[config.mk]
export PLATFORM = sky130hd
export DESIGN_NAME = btkf_cfg
export DESIGN_NICKNAME = d
export VERILOG_FILES = /design/src/btkf_pkg.sv /design/src/btkf_cfg.sv
export SDC_FILE = /design/constraint.sdc
export NUM_CORES = 1
export LEC_CHECK = 0
export ABC_AREA = 1
export BUFFER_PORTS_ARGS = -buffer_cell sky130_fd_sc_hd__buf_4
export CORE_AREA = 10 10 140 142
export DETAILED_ROUTE_END_ITERATION = 6
export DIE_AREA = 0 0 150 152
export PLACE_DENSITY_LB_ADDON = 0.08
export SYNTH_ARGS = -nofsm -noshare
export SYNTH_HDL_FRONTEND = slang
export SYNTH_SLANG_ARGS = --single-unit
[constraint.sdc]
create_clock -name i_clk -period 2.2 [get_ports i_clk]
set_input_delay 0.55 -clock i_clk [delete_from_list [all_inputs] [get_ports i_clk]]
set_output_delay 0.55 -clock i_clk [all_outputs]
set_load 0.01 [all_outputs]
[src/btkf_pkg.sv]
package btkf_pkg;

    localparam int ACC_W     = 72;
    localparam int DT_FRAC   = 16;
    localparam int DT_W      = 20;
    localparam int VAR_W     = 31;
    localparam int VAL_W     = 32;
    localparam int ERR_W     = 33;
    localparam int SUM_W     = 33;
    localparam int U_W       = 36;
    localparam int MUL_A_W   = 37;
    localparam int MUL_B_W   = 34;
    localparam int MAX_LANES = 5;
    localparam int LANE_W    = 3;
    localparam int CFG_IDX_W = 3;

    localparam logic [DT_W-1:0]  RST_FRAME_INTERVAL  = 20'd6554;
    localparam logic [VAR_W-1:0] RST_PROCESS_NOISE   = 31'd1678;
    localparam logic [VAR_W-1:0] RST_NOISE_CENTER    = 31'd1678;
    localparam logic [VAR_W-1:0] RST_NOISE_SHAPE     = 31'd167772;
    localparam logic [VAR_W-1:0] RST_INIT_VAR_CENTER = 31'd33554432;
    localparam logic [VAR_W-1:0] RST_INIT_VAR_SIZE   = 31'd83886080;
    localparam logic [VAR_W-1:0] RST_INIT_VAR_ANGLE  = 31'd94371840;
    localparam logic [VAR_W-1:0] RST_INIT_VAR_RATE   = 31'd16777;

    typedef enum logic [CFG_IDX_W-1:0] {
        CFG_FRAME_INTERVAL  = 3'd0,
        CFG_PROCESS_NOISE   = 3'd1,
        CFG_NOISE_CENTER    = 3'd2,
        CFG_NOISE_SHAPE     = 3'd3,
        CFG_INIT_VAR_CENTER = 3'd4,
        CFG_INIT_VAR_SIZE   = 3'd5,
        CFG_INIT_VAR_ANGLE  = 3'd6,
        CFG_INIT_VAR_RATE   = 3'd7
    } t_cfg_idx;

    typedef struct packed {
        logic [DT_W-1:0]  dt;
        logic [VAR_W-1:0] q;
        logic [VAR_W-1:0] noise_c;
        logic [VAR_W-1:0] noise_s;
        logic [VAR_W-1:0] init_c;
        logic [VAR_W-1:0] init_s;
        logic [VAR_W-1:0] init_a;
        logic [VAR_W-1:0] init_r;
    } t_cfg;

    typedef enum logic [4:0] {
        ST_IDLE, ST_LOAD,
        ST_MUL_RDT, ST_UPD_LEVEL, ST_MUL_DTPR, ST_SET_U,
        ST_MUL_DTPC, ST_SET_ACC, ST_MUL_DTU, ST_PRED_VAR,
        ST_INNOV, ST_DIV_K0, ST_SET_K0, ST_DIV_K1, ST_SET_K1,
        ST_MUL_K0E, ST_CORR_LEVEL, ST_MUL_K1E, ST_CORR_RATE,
        ST_MUL_PL, ST_CORR_PL, ST_MUL_K1PC, ST_CORR_PR,
        ST_MUL_PC, ST_CORR_PC, ST_STORE, ST_OUT
    } t_state;

    typedef enum logic [4:0] {
        OP_NONE, OP_ACCEPT, OP_LOAD,
        OP_MUL_RDT, OP_UPD_LEVEL, OP_MUL_DTPR, OP_SET_U,
        OP_MUL_DTPC, OP_SET_ACC, OP_MUL_DTU, OP_PRED_VAR,
        OP_INNOV, OP_DIV_STEP, OP_SET_K0, OP_SET_K1,
        OP_MUL_K0E, OP_CORR_LEVEL, OP_MUL_K1E, OP_CORR_RATE,
        OP_MUL_PL, OP_CORR_PL, OP_MUL_K1PC, OP_CORR_PR,
        OP_MUL_PC, OP_CORR_PC, OP_STORE
    } t_op;

    typedef struct packed {
        t_op              op;
        logic [LANE_W-1:0] lane;
    } t_cmd;

    typedef struct packed {
        logic div_done;
        logic s_zero;
        logic correct;
    } t_status;

    // Round half up, then shift right by n (floor for either sign).
    function automatic logic signed [ACC_W-1:0] rs(input logic signed [ACC_W-1:0] x,
                                                  input int n);
        logic signed [ACC_W-1:0] half;
        half = '0;
        half[n-1] = 1'b1;
        return (x + half) >>> n;
    endfunction

    function automatic logic signed [VAL_W-1:0] sat32(input logic signed [ACC_W-1:0] x);
        logic signed [ACC_W-1:0] hi;
        logic signed [ACC_W-1:0] lo;
        hi = ACC_W'(64'sd2147483647);
        lo = ACC_W'(-64'sd2147483648);
        if (x > hi) begin
            return 32'sh7fffffff;
        end else if (x < lo) begin
            return 32'sh80000000;
        end
        return x[VAL_W-1:0];
    endfunction

    function automatic logic [VAR_W-1:0] satv(input logic signed [ACC_W-1:0] x);
        logic signed [ACC_W-1:0] hi;
        hi = ACC_W'(64'sd2147483647);
        if (x > hi) begin
            return '1;
        end else if (x < 0) begin
            return '0;
        end
        return x[VAR_W-1:0];
    endfunction

endpackage

[src/btkf_cfg.sv]
module btkf_cfg (
    input  logic                          i_clk,
    input  logic                          i_rst_n,
    input  logic                          i_we,
    input  logic [btkf_pkg::CFG_IDX_W-1:0] i_idx,
    input  logic [btkf_pkg::VAR_W-1:0]    i_data,
    output btkf_pkg::t_cfg                o_cfg
);

    btkf_pkg::t_cfg r_cfg;

    always_ff @(posedge i_clk) begin
        if (!i_rst_n) begin
            r_cfg.dt      <= btkf_pkg::RST_FRAME_INTERVAL;
            r_cfg.q       <= btkf_pkg::RST_PROCESS_NOISE;
            r_cfg.noise_c <= btkf_pkg::RST_NOISE_CENTER;
            r_cfg.noise_s <= btkf_pkg::RST_NOISE_SHAPE;
            r_cfg.init_c  <= btkf_pkg::RST_INIT_VAR_CENTER;
            r_cfg.init_s  <= btkf_pkg::RST_INIT_VAR_SIZE;
            r_cfg.init_a  <= btkf_pkg::RST_INIT_VAR_ANGLE;
            r_cfg.init_r  <= btkf_pkg::RST_INIT_VAR_RATE;
        end else if (i_we) begin
            case (btkf_pkg::t_cfg_idx'(i_idx))
                btkf_pkg::CFG_FRAME_INTERVAL:  r_cfg.dt      <= i_data[btkf_pkg::DT_W-1:0];
                btkf_pkg::CFG_PROCESS_NOISE:   r_cfg.q       <= i_data;
                btkf_pkg::CFG_NOISE_CENTER:    r_cfg.noise_c <= i_data;
                btkf_pkg::CFG_NOISE_SHAPE:     r_cfg.noise_s <= i_data;
                btkf_pkg::CFG_INIT_VAR_CENTER: r_cfg.init_c  <= i_data;
                btkf_pkg::CFG_INIT_VAR_SIZE:   r_cfg.init_s  <= i_data;
                btkf_pkg::CFG_INIT_VAR_ANGLE:  r_cfg.init_a  <= i_data;
                btkf_pkg::CFG_INIT_VAR_RATE:   r_cfg.init_r  <= i_data;
                default: ;
            endcase
        end
    end

    assign o_cfg = r_cfg;

endmodule

Word level (Yosys, flattened, before mapping):

Index checks and enable logic that the tools add are counted.

* eq/ne operators: 7
* reductions and logical operators: 9

Operators by type and width (number)
* AND reduction 2 bit: 8
* equality test 3 bit (second input constant): 4
* equality test 3 x 2 -> 1 bit (second input constant): 2
* equality test 3 x 1 -> 1 bit (second input constant): 1
* zero test 3 bit: 1

* register bits: 237
* input port bits: 37

Longest topological paths before layout:

Gate-level depths: netlist (run 1).

* depth after elaboration: 2
* depth in mapped cells: 7
* gate-level depth less buffers: 5

Least setup slack after synthesis (run 1):

Ideal clock, no wire load.

* path type: input to register
* start point: input i_we
* end point: register r_cfg (netlist bit o_cfg[217])
* library setup time: 0.113 ns
* arrival: 1.291 ns
* data required time: 2.087 ns
* slack: 0.796 ns
* stages: 7
* buffers on the path: 2
* cells stage by stage: inv_1 > nor2_2 > buf_2 > buf_2 > nand3_1 > nand2_1 > nor2_1

* cells in the longest elaborated chain, start to end: 1

Ends and longest elaborated chain
* start, declared: line btkf_cfg.sv:4 `input logic i_we,`
* AND reduction 2 bit (no source line)
* end, declared: line btkf_cfg.sv:10 `btkf_pkg::t_cfg r_cfg;`

No other way between the ends.
A chain may end at the register's enable or synchronous reset.

Final worst setup path (run 1):

* start point: register r_cfg (netlist bit o_cfg[227])
* end point: output o_cfg[227] (netlist bit)

RTL lines
* end, declared: line btkf_cfg.sv:7 `output btkf_pkg::t_cfg o_cfg`

No word-level cell between the ends.

==> results of run 1 <==
[per-layer routing]
layer	part of all wire, %	vias to the layer above
met5	0	-
li1	-	4496
met4	2.5	0
met1	39	4153
met2	48	387
met3	11	58
[layout make-up]
type	instances	area, um^2
inverter	38	143
clock inverter	2	10.0
sequential	237	4740
multi-input combinational	931	3820
tap	225	282
clock buffer	40	815
fill	1443	4680
timing repair buffer	304	2440
[cell families (layout without fill, tap and decap cells)]
family	Yosys count	in the layout	share of synthesized area (%)
AND/OR/NAND/NOR	930	930	41.6
buffers and inverters	125	384	6.28
flip-flops	237	237	52.1
AO/OA/AOI/OAI	1	1	0.0549
[metrics by stage]
step | util, % | power [mW] | cell area, um^2 | hold WS, ps
5_1_grt | 72.3 | 10.2 | 12300 | 256
3_5_place_dp | 67.5 | 5.73 | 11400 | 444
4_1_cts | 72.3 | 9.86 | 12300 | 233
6_report | 72.3 | 9.83 | 12300 | 238
3_3_place_gp | 67.5 | 5.71 | 11400 | 439
2_1_floorplan | - | 5.19 | 9110 | 489
[synth_stat cells]
master,instances,share of area (%)
clkbuf_1,39,1.6
buf_6,3,0.37
o21ai_0,1,0.055
buf_2,34,1.9
dfxtp_1,237,52
buf_1,1,0.041
nand3_1,211,12
nor2_1,398,16
buf_4,10,0.82
inv_1,35,1.4
nand2_2,2,0.14
inv_2,3,0.12
nor2_2,4,0.27
nand2_1,313,13
nor2_4,2,0.25
[power by group through the flow]
stage          registers [mW]  logic, mW  clock network, mW
2_1_floorplan            4.68      0.511                  0
3_3_place_gp             4.62       1.09                  0
3_5_place_dp             4.62       1.10                  0
4_1_cts                  4.53       1.11               4.22
5_1_grt                  4.54       1.21               4.39
6_report                 4.53       1.11               4.19
[worst paths after layout]
path                                              start                      end  cells after the start
worst max-delay path            o_cfg[227]$_SDFFE_PN0P_               o_cfg[227]                      1
worst min-delay path                         i_data[12]  o_cfg[229]$_SDFFE_PN1P_                      3
worst max register to register  o_cfg[227]$_SDFFE_PN0P_  o_cfg[227]$_SDFFE_PN0P_                      2
worst min register to register    o_cfg[0]$_SDFFE_PN1P_    o_cfg[0]$_SDFFE_PN1P_                      2
[cell usage in the layout, fill, tap and decap left out, drive strengths merged]
cell type	netlist	final
nand2	315	315
o21ai	1	1
nor2	404	404
clkinv	0	2
inv	38	38
nand3	211	211
dfxtp	237	237
buf	48	304
clkbuf	39	40
[tightest hold or removal path, delay by kind of cell]
kind / cells / cell delay [ps]
buffers and inverters: 1 / 80
and+or+nand+nor: 2 / 100
==> metrics.md, run 1 <==
| Metric | Value |
|---|---|
| Outcome | `complete, no violations` |
| Hold Crit Class | `in2reg` |
| Final Max Slew Viols | `0` |
| Synth unique cells | `15` |
| Post-CTS setup buffer count | `0` |
| Power share of the clock group | `between 40% and 50%` |
| Final worst-path cycle share | `roughly three quarters` |
| Met3 Use GR | `under 10%` |
| Antenna violations before repair | `0` |
| Clk pin slew, worst setup/hold paths | `~60 ps` |
| Number of port buffers | `273` |
| Post-CTS Hold Buffers | `0` |
| CTS tree | `yes` |
| Post-DRT Antenna Nets | `0` |
| Post-Synthesis Cells | `around 1300` |
| Root buf cell | `clkbuf_16` |
| CTS sink cnt | `between 200 and 250` |
| Die area | `between 0.02 and 0.025 mm^2` |
| Worst setup margin | `about 590 ps` |
| Worst Clk Skew | `0 ps` |
| Nets | `1575` |
| Seq pwr share | `a little under half` |
| Post-synthesis sequential area ratio | `a little over half` |
| Largest register FFs | `237` |
| Post-layout min period | `~1600 ps` |
| Internal Power | `about 7.4 mW` |
| DP HPWL | `21600 um` |
| First-pass GRT wire length | `about 47000 um` |
| Setup crit start kind | `register` |
| Initial core utilization | `a little over half` |
| Fmax | `between 600 and 700 MHz` |
| Pre-CTS setup slack | `just under 400 ps` |
| Vias per inst | `between 5 and 6` |
| Final cell count without fillers | `between 1500 and 2000` |
| Critical path class | `reg2out` |
| Grt met1 use | `around a third` |
| Layout cells sized above 1 | `a little under a quarter` |
| Antenna diodes | `0` |
| Grt ovf | `0` |
| CP top delay family | `flip-flops` |
| Worst Max-Slew Pin Slew | `approximately 500 ps` |
| Synthesized flop and latch total | `237` |
| Critical-path top delay cell | `dfxtp_1` |
| Max incr delay on CP | `390 ps` |
| Worst Path Arrival | `1060 ps` |
| P&R area growth vs syn | `34.5%` |
| DR iter-0 viols | `about 700` |
| Ys Warns | `0` |
| Routed WL per cell | `roughly 17 um` |
| Busiest grt layer | `met2` |
| Combinational power share | `11.3%` |
| # Max-Cap Violations | `0` |
| Drt drc | `0` |
| Max transition margin | `about 66%` |
| Switching portion of total power | `24.8%` |
| Die height | `around 150 um` |
| CP Cell Sequence | `buf_4` |
| H-tree depth | `1` |
| Cts repair resizes | `0` |
| DP Cell Count | `~1700` |
| RSZ-0062 raised after global routing | `false` |
| VDD IR max | `about 570 uV` |
| Vias in the first global route | `8352` |
| DR pass1 iterations | `7` |
| Cell Area, Synth | `slightly above 0.009 mm^2` |
| Final Hold Viols | `0` |
| Switch Pwr | `around 2.4 mW` |
| GP Congestion | `just under 0.9` |
| Row count | `48` |
| Via count | `9094` |
| Reg2Reg Setup Slack | `between 1500 and 2000 ps` |
| Clock Tree Buf Depth | `3` |
| Mapped Nets | `roughly 1300` |
| Leakage | `between 5 and 6 nW` |
| CP required | `1650 ps` |
| Syn_area_per_cell | `a little over 7 um^2` |
| CORE AREA | `0.0169 mm^2` |
| Worst skew pair latency | `520 ps` |
| Setup TNS | `0 ps` |
| Total CTS buffers | `26` |
| Worst path bufs/invs | `1` |
| Worst-path fanout max | `2` |
| Die Width | `around 150 um` |
| Final wirelength | `roughly 31000 um` |
| Final setup fails | `0` |
| Global Route Usage Sum | `around 26%` |
| Met2 usage | `a little over two fifths` |
| Pwr/cell area | `between 800 and 900 mW/mm^2` |
| Largest net degree at the start of global routing | `68` |
| I/O pins | `about 270` |
| Worst Setup End Kind | `output port` |
(Power assumes the default switching activity.)
==> run 2, diff against run 1 <==
- CORE_AREA: 10 10 140 142 -> 10 10 145 147
- DIE_AREA: 0 0 150 152 -> 0 0 155 157
- clock period: 2.2 -> 1.5 ns (I/O delays scaled with it)
==> run 2 against run 1 <==
Combinational power rose by 51%. Clock-buffer cell count fell by 5. Final cell count rose by 1.2%. Clock skew did not move. Register-to-register slack got worse by 700 ps. Clock power rose by 42%. Die area rose by 6.7%. First-iteration DRC count fell by 19%. Non-clock buffer count rose by 9. Via count rose by 0.47%. Sequential share of layout area fell by 0.57 points. Critical endpoint is now o_cfg[131]. Largest power group unchanged.
==> metrics.md, run 2 (synthesized netlist as in run 1, its figures left out) <==
| Metric | Value |
|---|---|
| Grt met1 use | `29.5% (-2.5 points)` |
| # Max-Cap Violations | `0 (unchanged)` |
| Hold path startpoint | `i_data[14]` |
| Post-CTS setup buffer count | `0 (unchanged)` |
| Layout cells sized above 1 | `23.8% (+0.77 points)` |
| Pwr/cell area | `1150 mW/mm^2 (+43%)` |
| Post-layout min period | `between 1000 and 1500 ps` |
| Worst skew pair latency | `530 ps (about the same)` |
| Fmax | `approximately 700 MHz` |
| Die Width | `155 um (+3.3%)` |
| VDD IR max | `870 uV (+52%)` |
| Worst Setup End Kind | `output port` |
| CP required | `1120 ps (-530 ps)` |
| Clock Tree Buf Depth | `3 (unchanged)` |
| Vias in the first global route | `8579 (+2.7%)` |
| Pre-CTS setup slack | `43.6 ps (-352 ps)` |
| CORE AREA | `0.0183 mm^2 (+8.2%)` |
| Largest net degree at the start of global routing | `62 (-8.8%)` |
| CP Cell Sequence | `buf_4` |
| Fillcell total | `1627 (+13%)` |
| Final Max Slew Viols | `0 (unchanged)` |
| Register area | `0.00474 mm^2 (unchanged)` |
| DP HPWL | `22200 um (+2.9%)` |
| Vias per inst | `5.08 (-0.76%)` |
| Cts repair resizes | `0 (unchanged)` |
| Worst-path fanout max | `2 (unchanged)` |
| Post-CTS Hold Buffers | `0 (unchanged)` |
| Final Hold Viols | `0 (unchanged)` |
| P&R area growth vs syn | `36.5%` |
| Final setup fails | `0 (unchanged)` |
| Critical path class | `reg2out` |
| Die height | `157 um (+3.3%)` |
| Antenna diodes | `0 (unchanged)` |
| Outcome | `complete, no violations` |
| Met2 usage | `40.8% (-1.4 points)` |
| Antenna violations before repair | `0 (unchanged)` |
| H-tree depth | `1 (unchanged)` |
| Worst path bufs/invs | `1 (unchanged)` |
| Setup crit start kind | `register` |
| Max incr delay on CP | `380 ps (about the same)` |
| Met3 Use GR | `8.13% (+0.62 points)` |
| First-pass GRT wire length | `48300 um (+1.9%)` |
| Global Route Usage Sum | `24.7% (-1.1 points)` |
| Worst setup margin | `64.9 ps (-523 ps)` |
| Setup TNS | `0 ps (unchanged)` |
| Worst Clk Skew | `0 ps (unchanged)` |
| CTS sink cnt | `237 (unchanged)` |
| Max transition margin | `68.8% (+2.3 points)` |
| RSZ-0062 raised after global routing | `false` |
| Leakage | `5.91 nW (+1.3%)` |
| Number of port buffers | `273 (unchanged)` |
| Routed WL per cell | `17.6 um (+0.58%)` |
| Hold Crit Class | `in2reg` |
| I/O pins | `274 (unchanged)` |
| Worst reg2reg path startpoint | `o_cfg[217]$_SDFFE_PN0P_` |
| GP Congestion | `0.829 (-4.6%)` |
| Worst Path Arrival | `1060 ps (about the same)` |
| Die area | `0.0243 mm^2 (+6.7%)` |
| Commonest non-fill, non-tap cell in the layout | `nor2_1` |
| Root buf cell | `clkbuf_16` |
| Grt ovf | `0 (unchanged)` |
| CP top delay family | `flip-flops` |
| Final worst-path cycle share | `95.7%` |
| Post-DRT Antenna Nets | `0 (unchanged)` |
| Initial core utilization | `49.7% (-4.1 points)` |
| Total CTS buffers | `25 (-3.8%)` |
| Nets | `1583 (+0.51%)` |
| Largest register FFs | `237 (unchanged)` |
| Via count | `9137 (+0.47%)` |
| DR iter-0 viols | `569 (-19%)` |
| Most frequent cells in the layout | `nor2_1, nand2_1, buf_4, dfxtp_1, nand3_1` |
| Hold Path Stages | `3 (unchanged)` |
| Clk pin slew, worst setup/hold paths | `60 ps (about the same)` |
| Area of the multi-input gates | `0.00384 mm^2 (+0.59%)` |
| Crit path from | `o_cfg[131]$_SDFFE_PN0P_` |
| CTS tree | `yes` |
| Worst Max-Slew Pin Slew | `468 ps (-33.9 ps)` |
| WP depth | `1 (unchanged)` |
| R2R depth | `2 (unchanged)` |
| Reg2Reg Setup Slack | `870 ps (-700 ps)` |
| DR pass1 iterations | `5 (-2)` |
| Busiest grt layer | `met2` |
| Drt drc | `0 (unchanged)` |
| Row count | `50 (+4.2%)` |
| Final wirelength | `31700 um (+1.8%)` |
| Critical-path top delay cell | `dfxtp_1` |
-- run 2: cell types whose count changed in the layout (fill, tap and decap cells not counted) --
cell,delta
buf_12,+9
nor2_4,+4
clkbuf_16,-2
nor2_2,-3
clkinv_2,+8
inv_6,+1
clkbuf_8,-2
clkbuf_1,-1
nor2_1,-1
-- run 2: power by group --
part	leakage (nW)	total, mW	internal, mW	switching (mW)
clock network	0.406	5.97	3.40	2.56
registers	1.93	6.64	6.52	0.125
logic	3.58	1.68	0.675	1.00
total	5.91	14.3	10.6	3.69
-- run 2: stage by stage --
step	cells	utilization [%]	total power, mW	cell area, um^2	hold WS (ps)
CTS	1799	67.8	14.4	12400	55.6
global route	1799	67.8	14.8	12400	76.3
finish	1799	67.8	14.3	12400	66.4
global placement	1753	63.5	8.44	11600	440
detailed placement	1753	63.5	8.46	11600	446
floorplan	1293	-	7.62	9110	488
-- run 2: metal layers --
metal  part of all wire (%)  up-vias  routed length, um
met5                      0        -                  0
met4                    3.3        0               1040
met3                    9.9       66               3130
met2                     47      350              14800
met1                     40     4195              12700
li1                       -     4526                  -
-- run 2: cell type report --
cell class	count	area share (%)
clock inverter	11	0.473
inverter	38	1.15
clock buffer	35	5.90
timing repair buffer	313	21.0
sequential	237	38.2
tap	234	2.35
multi-input combinational	931	30.9
-- run 2: worst paths after layout --
| path | to |
|---|---|
| max | o_cfg[131] |
| min | o_cfg[14]$_SDFFE_PN1P_ |
| max reg2reg | o_cfg[217]$_SDFFE_PN0P_ |
| min reg2reg | o_cfg[135]$_SDFFE_PN1P_ |
