`src/btkf_pkg.sv`:
```
package btkf_pkg;

    localparam int ACC_W     = 72;
    localparam int DT_FRAC   = 16;
    localparam int DT_W      = 20;
    localparam int VAR_W     = 31;
    localparam int VAL_W     = 32;
    localparam int ERR_W     = 33;
    localparam int SUM_W     = 33;
    localparam int U_W       = 36;
    localparam int MUL_A_W   = 37;
    localparam int MUL_B_W   = 34;
    localparam int MAX_LANES = 5;
    localparam int LANE_W    = 3;
    localparam int CFG_IDX_W = 3;

    localparam logic [DT_W-1:0]  RST_FRAME_INTERVAL  = 20'd6554;
    localparam logic [VAR_W-1:0] RST_PROCESS_NOISE   = 31'd1678;
    localparam logic [VAR_W-1:0] RST_NOISE_CENTER    = 31'd1678;
    localparam logic [VAR_W-1:0] RST_NOISE_SHAPE     = 31'd167772;
    localparam logic [VAR_W-1:0] RST_INIT_VAR_CENTER = 31'd33554432;
    localparam logic [VAR_W-1:0] RST_INIT_VAR_SIZE   = 31'd83886080;
    localparam logic [VAR_W-1:0] RST_INIT_VAR_ANGLE  = 31'd94371840;
    localparam logic [VAR_W-1:0] RST_INIT_VAR_RATE   = 31'd16777;

    typedef enum logic [CFG_IDX_W-1:0] {
        CFG_FRAME_INTERVAL  = 3'd0,
        CFG_PROCESS_NOISE   = 3'd1,
        CFG_NOISE_CENTER    = 3'd2,
        CFG_NOISE_SHAPE     = 3'd3,
        CFG_INIT_VAR_CENTER = 3'd4,
        CFG_INIT_VAR_SIZE   = 3'd5,
        CFG_INIT_VAR_ANGLE  = 3'd6,
        CFG_INIT_VAR_RATE   = 3'd7
    } t_cfg_idx;

    typedef struct packed {
        logic [DT_W-1:0]  dt;
        logic [VAR_W-1:0] q;
        logic [VAR_W-1:0] noise_c;
        logic [VAR_W-1:0] noise_s;
        logic [VAR_W-1:0] init_c;
        logic [VAR_W-1:0] init_s;
        logic [VAR_W-1:0] init_a;
        logic [VAR_W-1:0] init_r;
    } t_cfg;

    typedef enum logic [4:0] {
        ST_IDLE, ST_LOAD,
        ST_MUL_RDT, ST_UPD_LEVEL, ST_MUL_DTPR, ST_SET_U,
        ST_MUL_DTPC, ST_SET_ACC, ST_MUL_DTU, ST_PRED_VAR,
        ST_INNOV, ST_DIV_K0, ST_SET_K0, ST_DIV_K1, ST_SET_K1,
        ST_MUL_K0E, ST_CORR_LEVEL, ST_MUL_K1E, ST_CORR_RATE,
        ST_MUL_PL, ST_CORR_PL, ST_MUL_K1PC, ST_CORR_PR,
        ST_MUL_PC, ST_CORR_PC, ST_STORE, ST_OUT
    } t_state;

    typedef enum logic [4:0] {
        OP_NONE, OP_ACCEPT, OP_LOAD,
        OP_MUL_RDT, OP_UPD_LEVEL, OP_MUL_DTPR, OP_SET_U,
        OP_MUL_DTPC, OP_SET_ACC, OP_MUL_DTU, OP_PRED_VAR,
        OP_INNOV, OP_DIV_STEP, OP_SET_K0, OP_SET_K1,
        OP_MUL_K0E, OP_CORR_LEVEL, OP_MUL_K1E, OP_CORR_RATE,
        OP_MUL_PL, OP_CORR_PL, OP_MUL_K1PC, OP_CORR_PR,
        OP_MUL_PC, OP_CORR_PC, OP_STORE
    } t_op;

    typedef struct packed {
        t_op              op;
        logic [LANE_W-1:0] lane;
    } t_cmd;

    typedef struct packed {
        logic div_done;
        logic s_zero;
        logic correct;
    } t_status;

    // Round half up, then shift right by n (floor for either sign).
    function automatic logic signed [ACC_W-1:0] rs(input logic signed [ACC_W-1:0] x,
                                                  input int n);
        logic signed [ACC_W-1:0] half;
        half = '0;
        half[n-1] = 1'b1;
        return (x + half) >>> n;
    endfunction

    function automatic logic signed [VAL_W-1:0] sat32(input logic signed [ACC_W-1:0] x);
        logic signed [ACC_W-1:0] hi;
        logic signed [ACC_W-1:0] lo;
        hi = ACC_W'(64'sd2147483647);
        lo = ACC_W'(-64'sd2147483648);
        if (x > hi) begin
            return 32'sh7fffffff;
        end else if (x < lo) begin
            return 32'sh80000000;
        end
        return x[VAL_W-1:0];
    endfunction

    function automatic logic [VAR_W-1:0] satv(input logic signed [ACC_W-1:0] x);
        logic signed [ACC_W-1:0] hi;
        hi = ACC_W'(64'sd2147483647);
        if (x > hi) begin
            return '1;
        end else if (x < 0) begin
            return '0;
        end
        return x[VAR_W-1:0];
    endfunction

endpackage

```
`src/btkf_ctrl.sv`:
```
module btkf_ctrl #(
    parameter int LANES = 5
) (
    input  logic              i_clk,
    input  logic              i_rst_n,
    input  logic              i_in_valid,
    input  logic              i_out_stall,
    input  btkf_pkg::t_status i_status,
    output logic              o_in_stall,
    output logic              o_out_valid,
    output btkf_pkg::t_cmd    o_cmd
);

    localparam int NL = (LANES < btkf_pkg::MAX_LANES) ? LANES : btkf_pkg::MAX_LANES;
    localparam logic [btkf_pkg::LANE_W-1:0] LAST_LANE = btkf_pkg::LANE_W'(NL - 1);

    btkf_pkg::t_state r_state, n_state;
    logic [btkf_pkg::LANE_W-1:0] r_lane, n_lane;

    always_ff @(posedge i_clk) begin
        if (!i_rst_n) begin
            r_state <= btkf_pkg::ST_IDLE;
            r_lane  <= '0;
        end else begin
            r_state <= n_state;
            r_lane  <= n_lane;
        end
    end

    always_comb begin
        n_state = r_state;
        n_lane  = r_lane;
        case (r_state)
            btkf_pkg::ST_IDLE: begin
                n_lane = '0;
                if (i_in_valid) begin
                    n_state = btkf_pkg::ST_LOAD;
                end
            end
            btkf_pkg::ST_LOAD:       n_state = btkf_pkg::ST_MUL_RDT;
            btkf_pkg::ST_MUL_RDT:    n_state = btkf_pkg::ST_UPD_LEVEL;
            btkf_pkg::ST_UPD_LEVEL:  n_state = btkf_pkg::ST_MUL_DTPR;
            btkf_pkg::ST_MUL_DTPR:   n_state = btkf_pkg::ST_SET_U;
            btkf_pkg::ST_SET_U:      n_state = btkf_pkg::ST_MUL_DTPC;
            btkf_pkg::ST_MUL_DTPC:   n_state = btkf_pkg::ST_SET_ACC;
            btkf_pkg::ST_SET_ACC:    n_state = btkf_pkg::ST_MUL_DTU;
            btkf_pkg::ST_MUL_DTU:    n_state = btkf_pkg::ST_PRED_VAR;
            btkf_pkg::ST_PRED_VAR: begin
                n_state = i_status.correct ? btkf_pkg::ST_INNOV : btkf_pkg::ST_STORE;
            end
            btkf_pkg::ST_INNOV:      n_state = btkf_pkg::ST_DIV_K0;
            btkf_pkg::ST_DIV_K0: begin
                // With no innovation variance both gains stay zero.
                if (i_status.s_zero) begin
                    n_state = btkf_pkg::ST_MUL_K0E;
                end else if (i_status.div_done) begin
                    n_state = btkf_pkg::ST_SET_K0;
                end
            end
            btkf_pkg::ST_SET_K0:     n_state = btkf_pkg::ST_DIV_K1;
            btkf_pkg::ST_DIV_K1: begin
                if (i_status.div_done) begin
                    n_state = btkf_pkg::ST_SET_K1;
                end
            end
            btkf_pkg::ST_SET_K1:     n_state = btkf_pkg::ST_MUL_K0E;
            btkf_pkg::ST_MUL_K0E:    n_state = btkf_pkg::ST_CORR_LEVEL;
            btkf_pkg::ST_CORR_LEVEL: n_state = btkf_pkg::ST_MUL_K1E;
            btkf_pkg::ST_MUL_K1E:    n_state = btkf_pkg::ST_CORR_RATE;
            btkf_pkg::ST_CORR_RATE:  n_state = btkf_pkg::ST_MUL_PL;
            btkf_pkg::ST_MUL_PL:     n_state = btkf_pkg::ST_CORR_PL;
            btkf_pkg::ST_CORR_PL:    n_state = btkf_pkg::ST_MUL_K1PC;
            btkf_pkg::ST_MUL_K1PC:   n_state = btkf_pkg::ST_CORR_PR;
            btkf_pkg::ST_CORR_PR:    n_state = btkf_pkg::ST_MUL_PC;
            btkf_pkg::ST_MUL_PC:     n_state = btkf_pkg::ST_CORR_PC;
            btkf_pkg::ST_CORR_PC:    n_state = btkf_pkg::ST_STORE;
            btkf_pkg::ST_STORE: begin
                if (r_lane == LAST_LANE) begin
                    n_state = btkf_pkg::ST_OUT;
                end else begin
                    n_lane  = r_lane + 1'b1;
                    n_state = btkf_pkg::ST_LOAD;
                end
            end
            btkf_pkg::ST_OUT: begin
                if (!i_out_stall) begin
                    n_state = btkf_pkg::ST_IDLE;
                end
            end
            default: n_state = btkf_pkg::ST_IDLE;
        endcase
    end

    always_comb begin
        o_in_stall  = (r_state != btkf_pkg::ST_IDLE);
        o_out_valid = (r_state == btkf_pkg::ST_OUT);
        o_cmd.lane  = r_lane;
        case (r_state)
            btkf_pkg::ST_IDLE: begin
                o_cmd.op = i_in_valid ? btkf_pkg::OP_ACCEPT : btkf_pkg::OP_NONE;
            end
            btkf_pkg::ST_LOAD:       o_cmd.op = btkf_pkg::OP_LOAD;
            btkf_pkg::ST_MUL_RDT:    o_cmd.op = btkf_pkg::OP_MUL_RDT;
            btkf_pkg::ST_UPD_LEVEL:  o_cmd.op = btkf_pkg::OP_UPD_LEVEL;
            btkf_pkg::ST_MUL_DTPR:   o_cmd.op = btkf_pkg::OP_MUL_DTPR;
            btkf_pkg::ST_SET_U:      o_cmd.op = btkf_pkg::OP_SET_U;
            btkf_pkg::ST_MUL_DTPC:   o_cmd.op = btkf_pkg::OP_MUL_DTPC;
            btkf_pkg::ST_SET_ACC:    o_cmd.op = btkf_pkg::OP_SET_ACC;
            btkf_pkg::ST_MUL_DTU:    o_cmd.op = btkf_pkg::OP_MUL_DTU;
            btkf_pkg::ST_PRED_VAR:   o_cmd.op = btkf_pkg::OP_PRED_VAR;
            btkf_pkg::ST_INNOV:      o_cmd.op = btkf_pkg::OP_INNOV;
            btkf_pkg::ST_DIV_K0: begin
                o_cmd.op = (i_status.s_zero || i_status.div_done) ?
                           btkf_pkg::OP_NONE : btkf_pkg::OP_DIV_STEP;
            end
            btkf_pkg::ST_SET_K0:     o_cmd.op = btkf_pkg::OP_SET_K0;
            btkf_pkg::ST_DIV_K1: begin
                o_cmd.op = i_status.div_done ? btkf_pkg::OP_NONE : btkf_pkg::OP_DIV_STEP;
            end
            btkf_pkg::ST_SET_K1:     o_cmd.op = btkf_pkg::OP_SET_K1;
            btkf_pkg::ST_MUL_K0E:    o_cmd.op = btkf_pkg::OP_MUL_K0E;
            btkf_pkg::ST_CORR_LEVEL: o_cmd.op = btkf_pkg::OP_CORR_LEVEL;
            btkf_pkg::ST_MUL_K1E:    o_cmd.op = btkf_pkg::OP_MUL_K1E;
            btkf_pkg::ST_CORR_RATE:  o_cmd.op = btkf_pkg::OP_CORR_RATE;
            btkf_pkg::ST_MUL_PL:     o_cmd.op = btkf_pkg::OP_MUL_PL;
            btkf_pkg::ST_CORR_PL:    o_cmd.op = btkf_pkg::OP_CORR_PL;
            btkf_pkg::ST_MUL_K1PC:   o_cmd.op = btkf_pkg::OP_MUL_K1PC;
            btkf_pkg::ST_CORR_PR:    o_cmd.op = btkf_pkg::OP_CORR_PR;
            btkf_pkg::ST_MUL_PC:     o_cmd.op = btkf_pkg::OP_MUL_PC;
            btkf_pkg::ST_CORR_PC:    o_cmd.op = btkf_pkg::OP_CORR_PC;
            btkf_pkg::ST_STORE:      o_cmd.op = btkf_pkg::OP_STORE;
            default:                 o_cmd.op = btkf_pkg::OP_NONE;
        endcase
    end

endmodule

```
`config.mk`:
```
export PLATFORM = sky130hd
export DESIGN_NAME = btkf_ctrl
export DESIGN_NICKNAME = d
export VERILOG_FILES = /design/src/btkf_pkg.sv /design/src/btkf_ctrl.sv
export SDC_FILE = /design/constraint.sdc
export NUM_CORES = 1
export LEC_CHECK = 0
export BUFFER_PORTS_ARGS = -buffer_cell sky130_fd_sc_hd__clkbuf_2
export CAP_MARGIN = 20
export CELL_PAD_IN_SITES_DETAIL_PLACEMENT = 0
export CELL_PAD_IN_SITES_GLOBAL_PLACEMENT = 1
export CORE_MARGIN = 2
export CORE_UTILIZATION = 38
export DETAILED_ROUTE_END_ITERATION = 7
export PLACE_DENSITY_LB_ADDON = 0.15
export SLEW_MARGIN = 20
export SYNTH_ARGS = -nofsm -noshare
export SYNTH_HDL_FRONTEND = slang
export SYNTH_SLANG_ARGS = --single-unit
```
`constraint.sdc`:
```
create_clock -name i_clk -period 1.9 [get_ports i_clk]
set_clock_uncertainty 0.2 [all_clocks]
set_input_delay 0 -clock i_clk [delete_from_list [all_inputs] [get_ports i_clk]]
set_output_delay 0 -clock i_clk [all_outputs]
set_load 0.02 [all_outputs]
```
* Word-level counts from Yosys, hierarchy flattened *
Cells that the tools add are included.

storage, ports and cells
  logic and storage cells = 55
  output and inout bits = 10
  bits of input ports = 7
  bits in registers = 8

cells by class
  muxes and demuxes = 14
  add/subtract/negate cells = 1
  equal/unequal tests = 32
  reductions and logical operators = 6

operators with widths
  cell                                                                    number
  5-bit one-hot mux with 27 select lines                                  1
  5-bit one-hot mux with 26 select lines                                  1
  5-bit equality test (second input constant)                             11
  5-bit by 4-bit equality test with 1-bit output (second input constant)  8
  5-bit two-way mux                                                       7
  5-bit by 3-bit equality test with 1-bit output (second input constant)  4
  5-bit by 2-bit equality test with 1-bit output (second input constant)  2
  4-bit two-way mux                                                       2
  2-bit inequality test (second input constant)                           4
  3-bit one-hot mux with 2 select lines                                   1
  5-bit by 1-bit equality test with 1-bit output (second input constant)  1
  5-bit zero test                                                         1
  5-bit nonzero test                                                      1
  4-bit AND reduction                                                     1
  3-bit by 1-bit adder with 3-bit output (second input constant)          1
  3-bit equality test (second input constant)                             1
  3-bit two-way mux                                                       1
  3-bit inequality test (second input constant)                           1
  2-bit AND reduction                                                     1
  2-bit nonzero test                                                      1
  1-bit logical OR                                                        1
  1-bit two-way mux                                                       1

* Longest topological paths before layout *
Gate-level depths: netlist (run 1).

  word-level depth = 3
  mapped depth = 7
  gate-level depth less buffers = 7

* Worst setup path before layout (run 1) *
Ideal clock, no wire load.

  path type = reg-to-reg
  start = register r_state[3]
  end = register r_state[3]
  library setup time = 117 ps
  arrival = 1,418 ps
  required time = 1,583 ps
  path buffers = 1
  setup slack = 164 ps
  clock period less this slack = 1,736 ps
  stages on the path, launching flop included = 7
  cells stage by stage = dfxtp_1 buf_4 nand2_1 nor3_2 a32oi_2 o211a_1 a32o_1

on the way
  longest elaborated chain between the ends = 3
  elaborated cells on any way between the ends = 33
  those cells by class = 30 x eq/ne; 1 x mux; 2 x reduce/logical

RTL lines
  element                                 line             RTL
  from (decl)                             btkf_ctrl.sv:17  btkf_pkg::t_state r_state, n_state;
  from (signal assigned)                  btkf_ctrl.sv:22  r_state <= btkf_pkg::ST_IDLE;
  from (signal assigned)                  btkf_ctrl.sv:25  r_state <= n_state;
  5-bit equality test (*)                 n/a
  via o_out_valid                         btkf_ctrl.sv:10  output logic o_out_valid,
  2-bit inequality test (no source line)  n/a
  4-bit AND reduction (no source line)    n/a

The timed path passes the listed nets; every way through them passes the cells marked *.
A chain may end at the register's enable or synchronous reset.

==> results of run 1 <==
==> synthesized netlist by cell type (2+ instances only) <==
| library cell | n | area, sq um |
|---|---|---|
| sky130_fd_sc_hd__dfxtp_1 | 8 | 160.2 |
| sky130_fd_sc_hd__and3_1 | 2 | 12.51 |
| sky130_fd_sc_hd__a31oi_1 | 3 | 18.77 |
| sky130_fd_sc_hd__nor2_1 | 9 | 33.78 |
| sky130_fd_sc_hd__a21boi_0 | 2 | 15.01 |
| sky130_fd_sc_hd__nor3b_1 | 2 | 15.01 |
| sky130_fd_sc_hd__nor2b_1 | 5 | 31.28 |
| sky130_fd_sc_hd__a21oi_1 | 7 | 35.03 |
| sky130_fd_sc_hd__nand2_1 | 13 | 48.80 |
| sky130_fd_sc_hd__a32oi_1 | 2 | 17.52 |
| sky130_fd_sc_hd__nand2b_1 | 3 | 18.77 |
| sky130_fd_sc_hd__ha_1 | 2 | 25.02 |
| sky130_fd_sc_hd__buf_2 | 7 | 35.03 |
| sky130_fd_sc_hd__o21ai_0 | 9 | 45.04 |
| sky130_fd_sc_hd__nor3_1 | 2 | 10.01 |
| sky130_fd_sc_hd__a32o_1 | 3 | 30.03 |
| sky130_fd_sc_hd__clkbuf_1 | 2 | 7.510 |
| sky130_fd_sc_hd__nand3_1 | 10 | 50.05 |
| sky130_fd_sc_hd__inv_1 | 3 | 11.26 |
| sky130_fd_sc_hd__o221ai_1 | 2 | 17.52 |
| sky130_fd_sc_hd__inv_2 | 2 | 7.510 |
==> final cells by class <==
class	instances	area, sq um	share of cell area, %
Tap cell	28	35.03	3.283
Multi-Input combinational cell	96	623.1	58.38
Inverter	5	18.77	1.759
Timing Repair Buffer	31	200.2	18.76
Clock buffer	3	22.52	2.110
Sequential cell	8	167.7	15.71
==> worst paths after layout <==
kind	depth (start not counted)	to	slack, ns
hold reg to reg	2	r_lane[1]$_SDFFE_PN0P_	0.32
setup reg to reg	5	r_state[3]$_SDFFE_PN0P_	0.16
setup / recovery	5	o_cmd[5]	0.14
hold / removal	4	r_state[4]$_SDFFE_PN0P_	0.04
==> state kept, by name, indices dropped and copies added, names as in the netlist <==
signal   cells
r_lane       3
r_state      5
==> metrics by stage <==
| stage | cell area [sq um] | cells | worst slack [ns] | power (mW) | hold slack (ns) |
|---|---|---|---|---|---|
| 6_report | 1067 | 171 | 0.1354 | 0.9282 | 0.03717 |
| 5_1_grt | 1067 | 171 | 0.004710 | 1.009 | 0.08614 |
| 4_1_cts | 1051 | 171 | 0.01555 | 0.9285 | 0.02854 |
| 3_5_place_dp | 997.2 | 165 | 0.1009 | 0.7859 | 0.1640 |
| 3_3_place_gp | 997.2 | 165 | 0.1106 | 0.7916 | 0.1564 |
| 2_1_floorplan | 842.1 | 119 | 0.1643 | 0.6088 | -0.005513 |
==> cell families after synthesis <==
kind of cell | after synthesis | synth area share, %
AO/OA/AOI/OAI | 38 | 31.80
adder cells (fa/ha/maj) | 2 | 2.971
flip-flops | 8 | 19.02
AND/OR/NAND/NOR | 55 | 37.00
buffers and inverters | 15 | 8.173
XOR/XNOR | 1 | 1.040
==> repair_timing <==
action / in CTS / in global routing
hold endpoints to repair: 6 / 0
pin swaps: 0 / 1
resized for setup: 1 / 6
hold buffers: 3 / 0
endpoints found under the setup margin: 2 / 5
==> power breakdown <==
group | internal [mW] | switching (mW) | leakage, nW
Combinational | 0.238 | 0.318 | 0.348
Sequential | 0.193 | 0.0525 | 0.0669
Clock | 0.0721 | 0.0549 | 0.0138
Total | 0.503 | 0.426 | 0.429
==> critical path: cells and delay by family, from the launching register on <==
family / cells / cell delay (ns)
AO/OA/AOI/OAI: 2 / 0.24
buffers and inverters: 2 / 0.30
flip-flops: 1 / 0.41
AND/OR/NAND/NOR: 1 / 0.37
==> routing by layer <==
metal | global-route usage (%) | vias up
met5 | 0 | -
met4 | 13.51 | 0
met3 | 2.047 | 4
met2 | 32.25 | 45
met1 | 24.64 | 418
li1 | - | 488
==> impl_metrics.toml, run 1 <==
[sta]
timing.setup.tns_ns = 0
timing_worst_slew_pin_value_ns = 0.3580
max_freq_mhz = 566.7
finalCritPeriodShare_pct = 92.87
rsz0062_at_grt = "false"
finalMaxSlewViolations = 0
period_needed_ns = 1.765
final-setup-viol-count = 0
hold_violations = 0
slew_headroom_pct = 76.05

[logic_synthesis]
mappedNetlistArea_sq_um = 842.1
mappedNetlistNets = 128
synthDistinctLibCells = 42
synth_edf_count = 0
seq_area_frac_synth_pct = 19.02
synth_area_per_cell_sq_um = 7.076
yosys_register_bits = 8
postSynthCellCount = 119
async_flop_share_pct = 0
postSynth.topFlopCell = "sky130_fd_sc_hd__dfxtp_1"
yosysWarnings = 0

[global_route]
grt_start_max_net_pins = 14
globalRoute.totalOverflow = 0
antenna_found_initial = 0
vias_in_the_first_global_route = 903
global_route.usage.total_pct = 19.90
grt_first_pass_wirelength_um = 3912

[drt]
initialDrtViolationCount = 20
met2RoutedLength_um = 1132
detail_route.wirelength.met1_um = 1013
routed_wire_length_per_instance_um = 13.57
final_antenna_net_count = 0
drt_pass1_iterations = 4
dr_top_layer = "met4"
routed-wl-met3_um = 136
detail_route.drc_violations = 0
route.vias.total = 955
post_detailed_route_via_to_cell_ratio = 5.585
totalWireLength_um = 2321

[hold_path]
holdCritStartpoint = "i_status[0]"
min_path_type = "input port to register"

[power]
cell_area_power_density_nw_per_um2 = 869.7
p_leak_nw = 0.4286
max-vdd-ir-drop_mv = 0.4239

[setup_path]
critPathLaunchType = "register"
slowest_delay_ns = 0.41
cp_slowest_cell = "sky130_fd_sc_hd__dfxtp_2"
cp_cell_instances = "inv_2 > nor4_4 > o21ai_4 > o221ai_1 > clkbuf_2"
endpoint_kind = "primary output"
r2r_start = "r_state[4]$_SDFFE_PN0P_"
critPathArrivalTime_ns = 1.56
critical_path_peak_fanout = 7
worstSetupPathType = "register to primary output"
crit_start = "r_state[3]$_SDFFE_PN0P_"
required_ns = 1.70

[cells_and_area]
drive_above_1_share_pct = 32.17
synthToLayoutAreaGrowth_pct = 26.75
diodes = 0
most_frequent_standard_cell_in_the_layout_excluding_fill_and_tap_cells = "sky130_fd_sc_hd__clkbuf_2"
final_net_count = 154
filler_cell_count = 225
final_core_util_pct = 49.68
mostFrequentLayoutCells = "sky130_fd_sc_hd__clkbuf_2 (16), sky130_fd_sc_hd__nand2_1 (12), sky130_fd_sc_hd__buf_4 (12)"

[floorplanning]
dieArea_sq_um = 2609
boundaryPins = 17
core_region_area_sq_um = 2148
floorplan.initialDensity_pct = 39.20
chipWidth_um = 51.08
die_h_um = 51.08
std_cell_rows = 17

[clock_network]
cts.root.buffer_cell = "sky130_fd_sc_hd__clkbuf_4"
tritoncts_num_sinks = 8
h-tree-depth = 1
insertion_delay_ns = 0.25
cts_setup_buffers = 0
cts.clk_slew.worst_paths_ns = 0.06
cts_inserted_buffers = 3
tritoncts = "built"
ctsLongestPathBuffers = 2

[placed_design]
port-buffer-count = 16
detailed_place_hpwl_um = 1801
gp_congestion = 0.9056

[run]
max-cap-violations = 0

[run_status]
outcome = "finished, final reports clean"
(Power assumes the default switching activity.)
==> run 2, diff against run 1 <==
--- a/config.mk
+++ b/config.mk
@@ -12,7 +12,7 @@
 export CORE_MARGIN = 2
 export CORE_UTILIZATION = 38
 export DETAILED_ROUTE_END_ITERATION = 7
-export PLACE_DENSITY_LB_ADDON = 0.15
+export PLACE_DENSITY = 0.84
 export SLEW_MARGIN = 20
 export SYNTH_ARGS = -nofsm -noshare
 export SYNTH_HDL_FRONTEND = slang
==> run 2 against run 1 <==
  * Non-clock buffer count grew 3
  * Design area grew 1.8%
  * Worst setup slack lost 0.025 ns
  * Largest cell class unchanged
  * Critical endpoint is now o_cmd[3]
  * Highest routed layer unchanged
  * Via count grew 2.9%
  * Clock power grew 3%
==> impl_metrics.toml, run 2 (synthesis results as in run 1) <==
[run_status]
outcome = "finished, final reports clean"

[placed_design]
place_inst = 166
gp_congestion = 0.8936
preCtsSetupSlack_ns = 0.06342
port-buffer-count = 16
dpl_cell_area_sq_um = 1005
detailed_place_hpwl_um = 1758

[power]
cell_area_power_density_nw_per_um2 = 891.5
max-vdd-ir-drop_mv = 0.6697
p_leak_nw = 0.4446
totalPowerFinal_mw = 0.9682

[global_route]
globalRoute.totalOverflow = 0
antenna_found_initial = 0
grt_start_max_net_pins = 16
grt_first_pass_wirelength_um = 3898
vias_in_the_first_global_route = 890
global_route.usage.total_pct = 19.31

[clock_network]
insertion_delay_ns = 0.26
tritoncts_num_sinks = 8
cts.root.buffer_cell = "sky130_fd_sc_hd__clkbuf_4"
h-tree-depth = 1
cts.clk_slew.worst_paths_ns = 0.06
ctsLongestPathBuffers = 2
tritoncts = "built"
cts_inserted_buffers = 3

[cells_and_area]
post-route-cell-area_sq_um = 1086
largest_register = "r_state"
reg_top3 = "r_state (5), r_lane (3)"
diodes = 0
synthToLayoutAreaGrowth_pct = 28.97
largest_register_ffs = 5
final_net_count = 157
layout.cells.non_filler = 174
mostFrequentLayoutCells = "sky130_fd_sc_hd__buf_4 (16), sky130_fd_sc_hd__clkbuf_2 (15), sky130_fd_sc_hd__nand2_1 (13)"
drive_above_1_share_pct = 33.56
filler_cell_count = 219
final_core_util_pct = 50.55
most_frequent_standard_cell_in_the_layout_excluding_fill_and_tap_cells = "sky130_fd_sc_hd__buf_4"

[hold_path]
min_path_type = "input port to register"
holdCritStartpoint = "i_status[0]"
worstHoldPathCells = 4

[run]
max-cap-violations = 0

[floorplanning]
std_cell_rows = 17
floorplan.initialDensity_pct = 39.20
chipWidth_um = 51.08
core_region_area_sq_um = 2148
dieArea_sq_um = 2609
die_h_um = 51.08
boundaryPins = 17

[sta]
period_needed_ns = 1.790
min_setup_slack_post_route_ns = 0.1104
finalMaxSlewViolations = 0
finalCritPeriodShare_pct = 94.19
timing_worst_slew_pin_value_ns = 0.3987
max_freq_mhz = 558.8
slew_headroom_pct = 73.32
final-setup-viol-count = 0
timing.setup.tns_ns = 0
hold_violations = 0
fin_hold_ws_ns = 0.05396
rsz0062_at_grt = "false"

[drt]
totalWireLength_um = 2321
drt_pass1_iterations = 4
initialDrtViolationCount = 25
routed_wire_length_per_instance_um = 13.34
detail_route.drc_violations = 0
route.vias.total = 983
final_antenna_net_count = 0
post_detailed_route_via_to_cell_ratio = 5.649

[setup_path]
timing.reg2reg.worst_path_depth = 5
crit_start = "r_state[0]$_SDFFE_PN0P_"
critical_path_peak_fanout = 6
reg2reg_slack_ns = 0.13
worstSetupPathType = "register to primary output"
critPathArrivalTime_ns = 1.59
r2r_start = "r_state[1]$_SDFFE_PN0P_"
critPathLaunchType = "register"
required_ns = 1.70
endpoint_kind = "primary output"
crit_path_frequent_cell = "sky130_fd_sc_hd__buf_4"
cp_slowest_cell = "sky130_fd_sc_hd__dfxtp_4"
slowest_delay_ns = 0.36
worst_r2r_endpoint = "r_lane[0]$_SDFFE_PN0P_"
cp_cell_instances = "buf_4 > nor2b_1 > buf_4 > a21oi_2 > o221ai_1 > a31oi_1 > buf_4"
timing.critical_path.to = "o_cmd[3]"
-- run 2: routing by layer --
metal / vias to the layer above / share of wire [%] / global-route usage (%) / wire length (um)
li1: 491 / - / - / -
met1: 456 / 46 / 26.29 / 1062
met2: 34 / 48 / 32.25 / 1109
met3: 2 / 5.9 / 4.386 / 137
met4: 0 / 0.47 / 1.351 / 11
met5: - / 0 / 0 / 0
-- run 2: area by class of cell --
type	instances	area [sq um]	share of cell area (%)
Clock buffer	3	22.52	2.074
Sequential cell	8	167.7	15.44
Timing Repair Buffer	34	225.2	20.74
Inverter	5	18.77	1.728
Multi-Input combinational cell	96	616.8	56.80
Tap cell	28	35.03	3.226
-- run 2: report_power, final --
part           switching, mW  leakage (nW)  total, mW  internal (mW)
Sequential            0.0305        0.0669      0.222          0.192
Clock                 0.0584        0.0138      0.131         0.0723
Combinational          0.352         0.364      0.615          0.263
Total                  0.441         0.445      0.968          0.527
-- run 2: what timing repair did --
action,in CTS,in global routing
pin swaps,0,1
endpoints found under the hold margin,6,0
hold buffers,3,0
endpoints found under the setup margin,1,6
gates resized for setup,2,6
buffers inserted,0,2
-- run 2: worst min-delay path by stage --
stage	to	slack (ns)
4_1_cts	r_state[4]$_SDFFE_PN0P_	0.06
3_3_place_gp	r_lane[2]$_SDFFE_PN0P_	0.14
3_5_place_dp	r_state[2]$_SDFFE_PN0P_	0.15
5_1_grt	r_state[4]$_SDFFE_PN0P_	0.09
6_report	r_state[4]$_SDFFE_PN0P_	0.05
2_1_floorplan	r_state[2]$_SDFFE_PN0P_	-0.006
-- run 2: critical path, delay by kind of cell, from the launching register on --
family,cells,cell delay [ns]
compound gates,3,0.36
simple gates,1,0.14
buf+inv,3,0.46
flops,1,0.36
